### src/rtl/rpvg_pkg.sv
// Package for the regular polygon vertex generator: state encoding, register
// indexes, CORDIC arctangent table and fixed-point constants.
// No dependencies.
package rpvg_pkg;

  localparam int MinSides       = 3;
  localparam int MaxSidesDef    = 16;
  localparam int CordicStepsDef = 16;

  // Width of the configuration register index.
  localparam int CfgIdxW = 2;
  localparam logic [CfgIdxW-1:0] CfgSideCount = CfgIdxW'(0);
  localparam logic [CfgIdxW-1:0] CfgRadius    = CfgIdxW'(1);

  // Full turn is 2^16: the reciprocal division works on 2^16 over the count,
  // one quotient bit per cycle, from bit DivTop down to bit 0.
  localparam int DivTop = 16;

  // CORDIC gain K scaled by 2^30.
  localparam logic [29:0] CordicGain = 30'd652032874;

  // atan(2^-i) as a 32-bit binary angle (2^32 is a full turn).
  localparam int AtanDepth = 24;
  localparam logic [29:0] AtanTab [AtanDepth] = '{
    30'd536870912, 30'd316933406, 30'd167458907, 30'd85004756,
    30'd42667331,  30'd21354465,  30'd10680862,  30'd5340245,
    30'd2670163,   30'd1335087,   30'd667544,    30'd333772,
    30'd166886,    30'd83443,     30'd41722,     30'd20861,
    30'd10430,     30'd5215,      30'd2608,      30'd1304,
    30'd652,       30'd326,       30'd163,       30'd81
  };

  typedef enum logic [2:0] {
    ST_IDLE,
    ST_DIV,
    ST_SETUP,
    ST_ITER,
    ST_EMIT
  } state_e;

endpackage

### src/rtl/regular_polygon_vertex_generator.sv
// Regular polygon vertex generator: one polygon centre in, count vertices out.
// The angle step is found by division first; then each vertex takes a setup step,
// the rotations on one shared CORDIC rotator and an emit; the emit may stall on
// out_ready_i. A new centre is taken only in idle, after the previous polygon's last vertex.
// Reset (rst_ni low, async): idle, side_count = 3, radius = 0, no output item.
// Depends on rpvg_pkg.
module regular_polygon_vertex_generator #(
  parameter int MAX_SIDES    = rpvg_pkg::MaxSidesDef,
  parameter int CORDIC_STEPS = rpvg_pkg::CordicStepsDef
) (
  input  logic                         clk_i,
  input  logic                         rst_ni,
  // configuration write channel
  input  logic                         cfg_valid_i,
  output logic                         cfg_ready_o,
  input  logic [rpvg_pkg::CfgIdxW-1:0] cfg_index_i,
  input  logic [15:0]                  cfg_data_i,
  // input items: polygon centre
  input  logic                         in_valid_i,
  output logic                         in_ready_o,
  input  logic signed [15:0]           center_x_i,
  input  logic signed [15:0]           center_y_i,
  // output items: vertices
  output logic                         out_valid_o,
  input  logic                         out_ready_i,
  output logic signed [15:0]           vertex_x_o,
  output logic signed [15:0]           vertex_y_o,
  output logic                         last_vertex_o
);

  // Count width holds MAX_SIDES itself; step width indexes the rotations.
  localparam int CW  = $clog2(MAX_SIDES + 1);
  localparam int STW = $clog2(CORDIC_STEPS);
  localparam int DW  = $clog2(rpvg_pkg::DivTop + 1);
  localparam int AW  = $clog2(rpvg_pkg::AtanDepth);

  rpvg_pkg::state_e state_q, state_d;

  // configuration registers
  logic [7:0]  side_count_q, side_count_d;
  logic [15:0] radius_q, radius_d;

  // radius * K, registered straight after the multiplier
  logic [45:0] gain_prod;
  logic [29:0] gain_q;

  // per-polygon registers
  logic signed [15:0] cx_q, cx_d, cy_q, cy_d;
  logic [CW-1:0]      count_q, count_d;
  logic [CW-1:0]      idx_q, idx_d;
  logic [DW-1:0]      div_cnt_q, div_cnt_d;
  logic [15:0]        quo_q, quo_d;     // floor(2^16 / count)
  logic [CW-1:0]      rinc_q, rinc_d;   // 2^16 mod count
  logic [CW-1:0]      rem_q, rem_d;     // running remainder of the angle
  logic [15:0]        ang_q, ang_d;     // binary angle of the current vertex

  // CORDIC rotator
  logic signed [33:0] x_q, x_d, y_q, y_d, z_q, z_d;
  logic               flip_q, flip_d;
  logic [STW-1:0]     step_q, step_d;

  // output register
  logic               out_valid_q, out_valid_d;
  logic signed [15:0] vx_q, vx_d, vy_q, vy_d;
  logic               last_q, last_d;

  // combinational helpers
  logic [CW:0]        div_shift;
  logic               div_ge;
  logic [CW:0]        rem_acc;
  logic               rem_wrap;
  logic signed [16:0] ang_s;
  logic signed [17:0] ang_red;
  logic               ang_flip;
  logic signed [33:0] dx, dy, atan_v;
  logic signed [33:0] xr_full, yr_full;
  logic signed [19:0] xr, yr;
  logic signed [20:0] sum_x, sum_y;
  logic signed [15:0] sat_x, sat_y;
  logic               slot_free;
  logic               last_now;

  assign cfg_ready_o   = 1'b1;
  assign in_ready_o    = (state_q == rpvg_pkg::ST_IDLE);
  assign out_valid_o   = out_valid_q;
  assign vertex_x_o    = vx_q;
  assign vertex_y_o    = vy_q;
  assign last_vertex_o = last_q;

  assign gain_prod = 46'(radius_q) * 46'(rpvg_pkg::CordicGain);

  // Restoring division of 2^16 by the count: shift in a one at the top bit only.
  assign div_shift = {rinc_q, (div_cnt_q == DW'(rpvg_pkg::DivTop))};
  assign div_ge    = (div_shift >= {1'b0, count_q});

  // Angle step: add quotient, carry one whenever the remainder wraps.
  assign rem_acc  = {1'b0, rem_q} + {1'b0, rinc_q};
  assign rem_wrap = (rem_acc >= {1'b0, count_q});

  // Fold the angle into -quarter..+quarter turn; flip the result sign then.
  always_comb begin
    ang_s    = $signed({ang_q[15], ang_q});
    ang_red  = 18'(ang_s);
    ang_flip = 1'b0;
    if (ang_s > 17'sd16384) begin
      ang_red  = 18'(ang_s) - 18'sd32768;
      ang_flip = 1'b1;
    end else if (ang_s < -17'sd16384) begin
      ang_red  = 18'(ang_s) + 18'sd32768;
      ang_flip = 1'b1;
    end
  end

  // Shared rotation step.
  assign dx     = y_q >>> step_q;
  assign dy     = x_q >>> step_q;
  assign atan_v = $signed({4'b0000, rpvg_pkg::AtanTab[AW'(step_q)]});

  // Round to Q12.4, apply the fold, add the centre and saturate.
  assign xr_full = x_q + 34'sd8192;
  assign yr_full = y_q + 34'sd8192;
  always_comb begin
    xr = xr_full[33:14];
    yr = yr_full[33:14];
    if (flip_q) begin
      xr = -xr;
      yr = -yr;
    end
    sum_x = 21'(xr) + 21'(cx_q);
    sum_y = 21'(yr) + 21'(cy_q);
    if (sum_x > 21'sd32767)       sat_x = 16'sh7fff;
    else if (sum_x < -21'sd32768) sat_x = -16'sh8000;
    else                          sat_x = sum_x[15:0];
    if (sum_y > 21'sd32767)       sat_y = 16'sh7fff;
    else if (sum_y < -21'sd32768) sat_y = -16'sh8000;
    else                          sat_y = sum_y[15:0];
  end

  assign slot_free = !out_valid_q || out_ready_i;
  assign last_now  = (idx_q == count_q - CW'(1));

  always_comb begin
    state_d      = state_q;
    side_count_d = side_count_q;
    radius_d     = radius_q;
    cx_d         = cx_q;
    cy_d         = cy_q;
    count_d      = count_q;
    idx_d        = idx_q;
    div_cnt_d    = div_cnt_q;
    quo_d        = quo_q;
    rinc_d       = rinc_q;
    rem_d        = rem_q;
    ang_d        = ang_q;
    x_d          = x_q;
    y_d          = y_q;
    z_d          = z_q;
    flip_d       = flip_q;
    step_d       = step_q;
    out_valid_d  = out_valid_q && !out_ready_i;
    vx_d         = vx_q;
    vy_d         = vy_q;
    last_d       = last_q;

    if (cfg_valid_i) begin
      case (cfg_index_i)
        rpvg_pkg::CfgSideCount: side_count_d = cfg_data_i[7:0];
        rpvg_pkg::CfgRadius:    radius_d     = cfg_data_i;
        default: ;  // drop writes beyond the register list
      endcase
    end

    case (state_q)
      rpvg_pkg::ST_IDLE: begin
        if (in_valid_i) begin
          // Latch the centre and the clamped side count.
          cx_d = center_x_i;
          cy_d = center_y_i;
          if (side_count_q < 8'(rpvg_pkg::MinSides)) begin
            count_d = CW'(rpvg_pkg::MinSides);
          end else if (side_count_q > 8'(MAX_SIDES)) begin
            count_d = CW'(MAX_SIDES);
          end else begin
            count_d = CW'(side_count_q);
          end
          idx_d     = '0;
          ang_d     = '0;
          quo_d     = '0;
          rinc_d    = '0;
          div_cnt_d = DW'(rpvg_pkg::DivTop);
          state_d   = rpvg_pkg::ST_DIV;
        end
      end
      rpvg_pkg::ST_DIV: begin
        quo_d  = {quo_q[14:0], div_ge};
        rinc_d = div_ge ? CW'(div_shift - {1'b0, count_q}) : CW'(div_shift);
        if (div_cnt_q == '0) begin
          // Angle 0 with half the count as rounding offset.
          rem_d   = count_q >> 1;
          state_d = rpvg_pkg::ST_SETUP;
        end else begin
          div_cnt_d = div_cnt_q - DW'(1);
        end
      end
      rpvg_pkg::ST_SETUP: begin
        x_d     = $signed({4'b0000, gain_q});
        y_d     = '0;
        z_d     = {ang_red[17:0], 16'b0};
        flip_d  = ang_flip;
        step_d  = '0;
        state_d = rpvg_pkg::ST_ITER;
      end
      rpvg_pkg::ST_ITER: begin
        if (!z_q[33]) begin
          x_d = x_q - dx;
          y_d = y_q + dy;
          z_d = z_q - atan_v;
        end else begin
          x_d = x_q + dx;
          y_d = y_q - dy;
          z_d = z_q + atan_v;
        end
        if (step_q == STW'(CORDIC_STEPS - 1)) begin
          state_d = rpvg_pkg::ST_EMIT;
        end else begin
          step_d = step_q + STW'(1);
        end
      end
      rpvg_pkg::ST_EMIT: begin
        // Hold until the output register is free.
        if (slot_free) begin
          out_valid_d = 1'b1;
          vx_d        = sat_x;
          vy_d        = sat_y;
          last_d      = last_now;
          if (last_now) begin
            idx_d   = '0;
            ang_d   = '0;
            state_d = rpvg_pkg::ST_IDLE;
          end else begin
            idx_d   = idx_q + CW'(1);
            rem_d   = rem_wrap ? CW'(rem_acc - {1'b0, count_q}) : CW'(rem_acc);
            ang_d   = ang_q + quo_q + 16'(rem_wrap);
            state_d = rpvg_pkg::ST_SETUP;
          end
        end
      end
      default: state_d = rpvg_pkg::ST_IDLE;
    endcase
  end

  // control state
  always_ff @(posedge clk_i or negedge rst_ni) begin
    if (!rst_ni) begin
      state_q      <= rpvg_pkg::ST_IDLE;
      side_count_q <= 8'd3;
      radius_q     <= '0;
      out_valid_q  <= 1'b0;
      idx_q        <= '0;
      ang_q        <= '0;
      count_q      <= CW'(rpvg_pkg::MinSides);
      rem_q        <= '0;
    end else begin
      state_q      <= state_d;
      side_count_q <= side_count_d;
      radius_q     <= radius_d;
      out_valid_q  <= out_valid_d;
      idx_q        <= idx_d;
      ang_q        <= ang_d;
      count_q      <= count_d;
      rem_q        <= rem_d;
    end
  end

  // datapath
  always_ff @(posedge clk_i) begin
    gain_q    <= gain_prod[45:16];
    cx_q      <= cx_d;
    cy_q      <= cy_d;
    div_cnt_q <= div_cnt_d;
    quo_q     <= quo_d;
    rinc_q    <= rinc_d;
    x_q       <= x_d;
    y_q       <= y_d;
    z_q       <= z_d;
    flip_q    <= flip_d;
    step_q    <= step_d;
    vx_q      <= vx_d;
    vy_q      <= vy_d;
    last_q    <= last_d;
  end

  // A non-final vertex in the output register means the polygon is still running.
  assert property (@(posedge clk_i) disable iff (!rst_ni)
    out_valid_o && !last_vertex_o |-> !in_ready_o)
    else $error("input taken while a polygon is unfinished");

  assert property (@(posedge clk_i) disable iff (!rst_ni)
    state_q != rpvg_pkg::ST_IDLE |->
      count_q >= CW'(rpvg_pkg::MinSides) && count_q <= CW'(MAX_SIDES))
    else $error("side count outside clamp range");

  assert property (@(posedge clk_i) disable iff (!rst_ni)
    state_q != rpvg_pkg::ST_IDLE |-> idx_q < count_q)
    else $error("vertex index beyond side count");

  assert property (@(posedge clk_i) disable iff (!rst_ni)
    state_q == rpvg_pkg::ST_EMIT && slot_free |=> out_valid_o)
    else $error("emitted vertex lost");

endmodule

### config.mk
export PLATFORM = sky130hd
export DESIGN_NAME = regular_polygon_vertex_generator
export DESIGN_NICKNAME = d
export VERILOG_FILES = /design/src/rtl/rpvg_pkg.sv /design/src/rtl/regular_polygon_vertex_generator.sv
export SDC_FILE = /design/constraint.sdc
export NUM_CORES = 2
export LEC_CHECK = 0
export BUFFER_PORTS_ARGS = -buffer_cell sky130_fd_sc_hd__buf_2
export CAP_MARGIN = 0
export CORE_MARGIN = 2
export CORE_UTILIZATION = 45
export DETAILED_ROUTE_END_ITERATION = 6
export SYNTH_ARGS = -nofsm -noshare
export SYNTH_HDL_FRONTEND = slang
export SYNTH_SLANG_ARGS = --single-unit
### constraint.sdc
create_clock -name clk_i -period 8 [get_ports clk_i]
set_input_delay 0.4 -clock clk_i [delete_from_list [all_inputs] [get_ports clk_i]]
set_output_delay 0.4 -clock clk_i [all_outputs]
set_load 0.01 [all_outputs]
# --- Yosys cells after proc, flatten, opt, wreduce, memory -nomap -nowiden ---
# Memory sizes are Yosys's and may differ from the RTL's.
# Cells that the tools add are included.
word_totals:
  ff_bits: 287
  latch_bits: 0
  ram_bits: 0
  rom_bits: 960
  input_bits: 55
  output_inout_bits: 36
  elab_cells: 143
  mem_count: 1
classes:
  addsub: 23
  mul: 1
  div: 0
  n_lt_le_gt_ge: 11
  n_eq_ne: 15
  shift: 2
  mux: 46
  bitwise_logic: 1
  reduce_logical: 21
mem_list:
  columns: ["memory", "depth", "word_bits", "rd", "rd_ports_with_merged_regs", "write_ports", "line", "text"]
  rows:
  - ["(no name shown)", 32, 30, 1, 0, 0, "regular_polygon_vertex_generator.sv:117", "assign atan_v = $signed({4'b0000, rpvg_pkg::AtanTab[AW'(step_q)]});"]
op_table:
  columns: ["op", "n"]
  rows:
  - ["$pmux W34 S2", 3]
  - ["$mux W34", 3]
  - ["$mux W16", 5]
  - ["$add A34 B15 Y34 const B", 2]
  - ["$add A34 B34 Y34", 2]
  - ["$sshr A34 B4 Y34", 2]
  - ["$sub A34 B34 Y34", 2]
  - ["$pmux W16 S2", 2]
  - ["$mux W30", 2]
  - ["$mux W5", 12]
  - ["$mul A16 B29 Y45 const B", 1]
  - ["$add A20 B16 Y21", 2]
  - ["$gt A21 B16 Y1 const B", 2]
  - ["$lt A21 B16 Y1 const B", 2]
  - ["$mux W20", 2]
  - ["$neg A20 Y20", 2]
  - ["$pmux W5 S2", 4]
  - ["$mux W18", 2]
  - ["$add A34 B31 Y34", 1]
  - ["$sub A34 B31 Y34", 1]
  - ["$add A16 B17 Y18 const B", 1]
  - ["$sub A16 B17 Y18 const B", 1]
  - ["$add A16 B1 Y16", 1]
  - ["$add A16 B16 Y16", 1]
  - ["36 further kinds", 62]

# --- Longest topological paths before layout ---
logic_depth:
  word_depth: 7
  mapped_depth: 29
  depth_no_buf: 23

# --- Worst setup path after synthesis ---
# OpenSTA, ideal clock, no wires.
synth_timing:
  kind: "reg2reg"
  start: "register radius_q[14]"
  end: "register gain_q[26]"
  setup_time_ns: 0.118
  arrival_time_ns: 5.997
  required_ns: 7.882
  path_slack_ns: 1.885
  stages_incl_launch_ff: 22
  n_path_buf: 0
  synth_period_minus_slack_ns: 6.115
  path_cell_list: "dfrtp_1 inv_1 ha_1 inv_1 fa_1 fa_1 fa_1 inv_1 fa_1 fa_1 inv_1 ha_1 o21a_1 o211ai_1 or4b_2 a2bb2oi_1 a2bb2oi_1 a21boi_0 a21bo_2 a211o_1 a21oi_1 xnor2_1"
synth_between:
  elab_chain_cells: 1
synth_rtl:
  columns: ["element", "line", "text"]
  rows:
  - ["start, declared", "regular_polygon_vertex_generator.sv:41", "logic [15:0] radius_q, radius_d;"]
  - ["start signal, assigned", "regular_polygon_vertex_generator.sv:266", "radius_q <= radius_d;"]
  - ["$mul A16 B29 Y45", "regular_polygon_vertex_generator.sv:90", "assign gain_prod = 46'(radius_q) * 46'(rpvg_pkg::CordicGain);"]
  - ["via gain_prod[42]", "regular_polygon_vertex_generator.sv:44", "logic [45:0] gain_prod;"]
  - ["end signal, assigned", "regular_polygon_vertex_generator.sv:277", "gain_q <= gain_prod[45:16];"]
  - ["end, declared", "regular_polygon_vertex_generator.sv:45", "logic [29:0] gain_q;"]
# The timed path passes the listed nets, and every way through them passes these cells.
# A chain may end at the register's enable or synchronous reset.

# --- Final worst setup path ---
# Ends and elaborated chain as after synthesis.

==> summary.md <==
| Metric | Value |
|---|---|
| Setup bufs post-CTS | 0 |
| Unrepaired setup endpoints after global routing | false |
| CP required | 8520 ps |
| Ant. Diodes | 0 |
| I/O Pins | 91 |
| Arrival time at the worst endpoint | 7220 ps |
| Top_reg_cell synth | edfxtp_1 |
| Most Frequent Cell on Critical Path | fa_1 |
| Critical setup path kind | flop to flop |
| Synth Warn # | 0 |
| Initial Util | 0.453 |
| Initial drt markers | 1875 |
| Area growth syn-to-layout | 8.06% |
| Sequential-to-total area share from yosys stat | 0.239 |
| Clk slew on worst S/H paths | 70 ps |
| Worst r2r src | radius_q[14] |
| Via density | 5.63 |
| Core Footprint | 74200 sq um |
| Wire per inst | 18.6 um |
| Final Skew | 37.6 ps |
| Worst slew margin | 0.217 |
| Max stage delay on crit path | 590 ps |
| Port bufs | 89 |
| Grt total ovfl | 0 |
| Total negative slack | 0 ps |
| WP buf/inv | 4 |
| Hold_buf cts | 32 |
| Crit-path cells | inv_1 > ha_1 > inv_1 > fa_1 > fa_1 > fa_1 > inv_1 > fa_1 > fa_1 > inv_1 > ha_1 > o21a_1 > o211ai_1 > or4b_2 > a2bb2oi_1 > a2bb2oi_1 > a21boi_0 > a21bo_2 > a211o_1 > a21oi_1 > xnor2_1 |
| Post-synth ARST share | 0.206 |
| CP max FO | 9 |
| First-pass GRT wire length | 138000 um |
| Gr usage total | 0.224 |
| Outcome | complete, but fails checks |
| Slowest stage cell, crit path | fa_1 |
| Setup Viol. Count Final | 0 |
| Critical path origin | radius_q[14] |
| Max-Cap Viols | 0 |
| Failing checks | negative hold slack |
| Drt drc | 0 |
| CP Capture Type | flop |
| Longest Clk Path Bufs | 3 |
| CP Launch Type | flop |
| FMAX | 149 MHz |
| Share of layout cells above drive strength 1 | 0.0966 |
| Fill count | 7070 |
| Clock latency on the worst-skew pair | 590 ps |
| Crit path time final | 6710 ps |
| Post-synth EDFFs | 198 |
| Final Max Slew Viols | 0 |
| Distinct cells, synth | 97 |
| Post-Syn Nets | 4188 |
| Syn Std Cell Area | 33600 sq um |
| TritonCTS clock tree | done |
| Final wirelength | 86100 um |
| Part of the cycle the worst path needs | 0.838 |
| CP delay by family, top | adder cells |
| Largest net degree at the start of global routing | 116 |
| Total number of vias | 26.1k |
| Net count reported at finish | 4218 |
| CTS buffer count | 38 |
| Die Width | 277 um |
| Multi-input logic area | 23600 sq um |
| Worst Max-Slew Pin Slew | 1170 ps |
| Sequential Area | 8030 sq um |
| Number of global-route vias before repair | 25.7k |
| Num Clock Sinks | 287 |
| Synth Instances | 3608 |
| Worst hold slack | -24.1 ps |
| Routability Congestion | 0.927 |
| Die height | 277 um |
| Resized cells post-CTS | 0 |
| Row cnt | 100 |
| Final Hold Viols | 6 |
| Die Area | 76900 sq um |
| Root Driver | clkbuf_16 |
| Post-route antenna net violation count | 0 |
| DRT Pass-1 Iters | 6 |
| CTS H-tree lvls | 2 |
| Min-delay worst type | input pin to async pin |
| Initial antenna violation count | 1 |
| Detail Placement HPWL | 66600 um |
| Seq cells post-synth | 287 |
| Avg Cell Area, Syn | 9.32 sq um |
[final cells by class]
class                      instances  area share
sequential                       287       0.221
timing repair buffer             141      0.0259
tap                              969      0.0334
clock buffer                      47      0.0291
clock inverter                    19     0.00679
inverter                         342      0.0354
multi-input combinational       2828       0.648
[sequential cells by signal, indices dropped and copies added, names as in the netlist, 8 cells and up]
| signal | cells |
|---|---|
| x_q | 34 |
| y_q | 34 |
| z_q | 34 |
| gain_q | 30 |
| ang_q | 16 |
| cx_q | 16 |
| cy_q | 16 |
| quo_q | 16 |
| radius_q | 16 |
| vertex_x_o | 16 |
| vertex_y_o | 16 |
| side_count_q | 8 |
[cell usage in the layout (no fill, tap or decap), types with 24 or more instances in the layout]
| master | netlist | layout |
|---|---|---|
| a211oi_1 | 28 | 28 |
| a21o_1 | 71 | 71 |
| a21oi_1 | 250 | 250 |
| a31oi_1 | 33 | 33 |
| and3_1 | 45 | 45 |
| buf_2 | 25 | 89 |
| clkbuf_16 | 0 | 39 |
| dfrtp_1 | 55 | 55 |
| dfxtp_1 | 30 | 30 |
| dlygate4sd3_1 | 0 | 32 |
| edfxtp_1 | 198 | 198 |
| fa_1 | 194 | 194 |
| ha_1 | 331 | 331 |
| inv_1 | 336 | 335 |
| mux2_2 | 68 | 68 |
| mux2i_1 | 81 | 81 |
| mux4_2 | 58 | 58 |
| nand2_1 | 296 | 295 |
| nand2b_1 | 38 | 38 |
| nand3_1 | 66 | 66 |
| nand4_1 | 28 | 28 |
| nor2_1 | 255 | 253 |
| nor2b_1 | 38 | 38 |
| nor3_1 | 70 | 70 |
| o21a_1 | 33 | 33 |
| o21ai_0 | 209 | 209 |
| o31ai_1 | 24 | 24 |
| xnor2_1 | 180 | 180 |
| xor2_1 | 145 | 145 |
[per-stage QoR]
stage / area [sq um] / instances / util / hold WS (ps) / setup WS, ps
2_1_floorplan: 33600 / 3608 / - / 104 / 1880
3_3_place_gp: 34700 / 4535 / 0.468 / 486 / 1370
3_5_place_dp: 34700 / 4535 / 0.468 / 491 / 1330
4_1_cts: 36300 / 4633 / 0.490 / 15.7 / 1290
5_1_grt: 36300 / 4633 / 0.490 / 26.0 / 889
6_report: 36300 / 4633 / 0.490 / -24.1 / 1290
[cells in the mapped netlist (45+ instances only)]
| library cell | number | area (sq um) |
|---|---|---|
| clkbuf_1 | 86 | 323 |
| xor2_1 | 145 | 1270 |
| nor3_1 | 70 | 350 |
| a21o_1 | 71 | 533 |
| nor2_1 | 255 | 957 |
| xnor2_1 | 180 | 1580 |
| mux2i_1 | 81 | 811 |
| ha_1 | 331 | 4140 |
| and3_1 | 45 | 282 |
| fa_1 | 194 | 3880 |
| edfxtp_1 | 198 | 5950 |
| a21oi_1 | 250 | 1250 |
| nand3_1 | 66 | 330 |
| mux4_2 | 58 | 1310 |
| nand2_1 | 296 | 1110 |
| dfrtp_1 | 55 | 1380 |
| mux2_2 | 68 | 766 |
| o21ai_0 | 209 | 1050 |
| inv_1 | 336 | 1260 |
[worst reg2reg max path, cell delays in order, from the launching register on]
cell and delay (ps):
dfrtp_1 560, inv_1 90, ha_1 380, inv_1 150, fa_1 590, fa_1 470
fa_1 510, inv_1 50, fa_1 510, fa_1 540, inv_1 40, ha_1 330
o21a_1 220, o211ai_1 200, or4b_2 160, a2bb2oi_1 250, a2bb2oi_1 440, a21boi_0 240
a21bo_2 260, a211o_1 320, a21oi_1 180, xnor2_1 130
[kinds of logic after synthesis]
group | after synthesis | share of synthesized area
compound gates | 813 | 0.150
xor+xnor | 325 | 0.0847
fa+ha+maj | 525 | 0.239
buf+inv | 493 | 0.0610
flops | 287 | 0.239
mux | 216 | 0.0925
other cells | 1 | 0.000112
simple gates | 948 | 0.134
[path summary, 6_finish.rpt]
| kind | end | slack (ps) | cells past startpoint |
|---|---|---|---|
| max | gain_q[26] | 1290 | 21 |
| min | ang_q[2] | -20 | 2 |
| max reg2reg | gain_q[26] | 1290 | 21 |
| min in group clk_i | radius_q[14] | 40 | 2 |
| min reg2reg | x_q[15] | 500 | 2 |
| max in group asynchronous | radius_q[9] | 7440 | 2 |
[per-layer routing]
layer,track usage,vias up,wire (um)
li1,-,12861,-
met1,0.303,12464,39100
met2,0.367,625,39600
met3,0.0319,147,4600
met4,0.0747,0,2880
met5,0,-,0
Power is not shown: default switching activity piles up to over one toggle a cycle in this logic, so the estimate is an artifact.
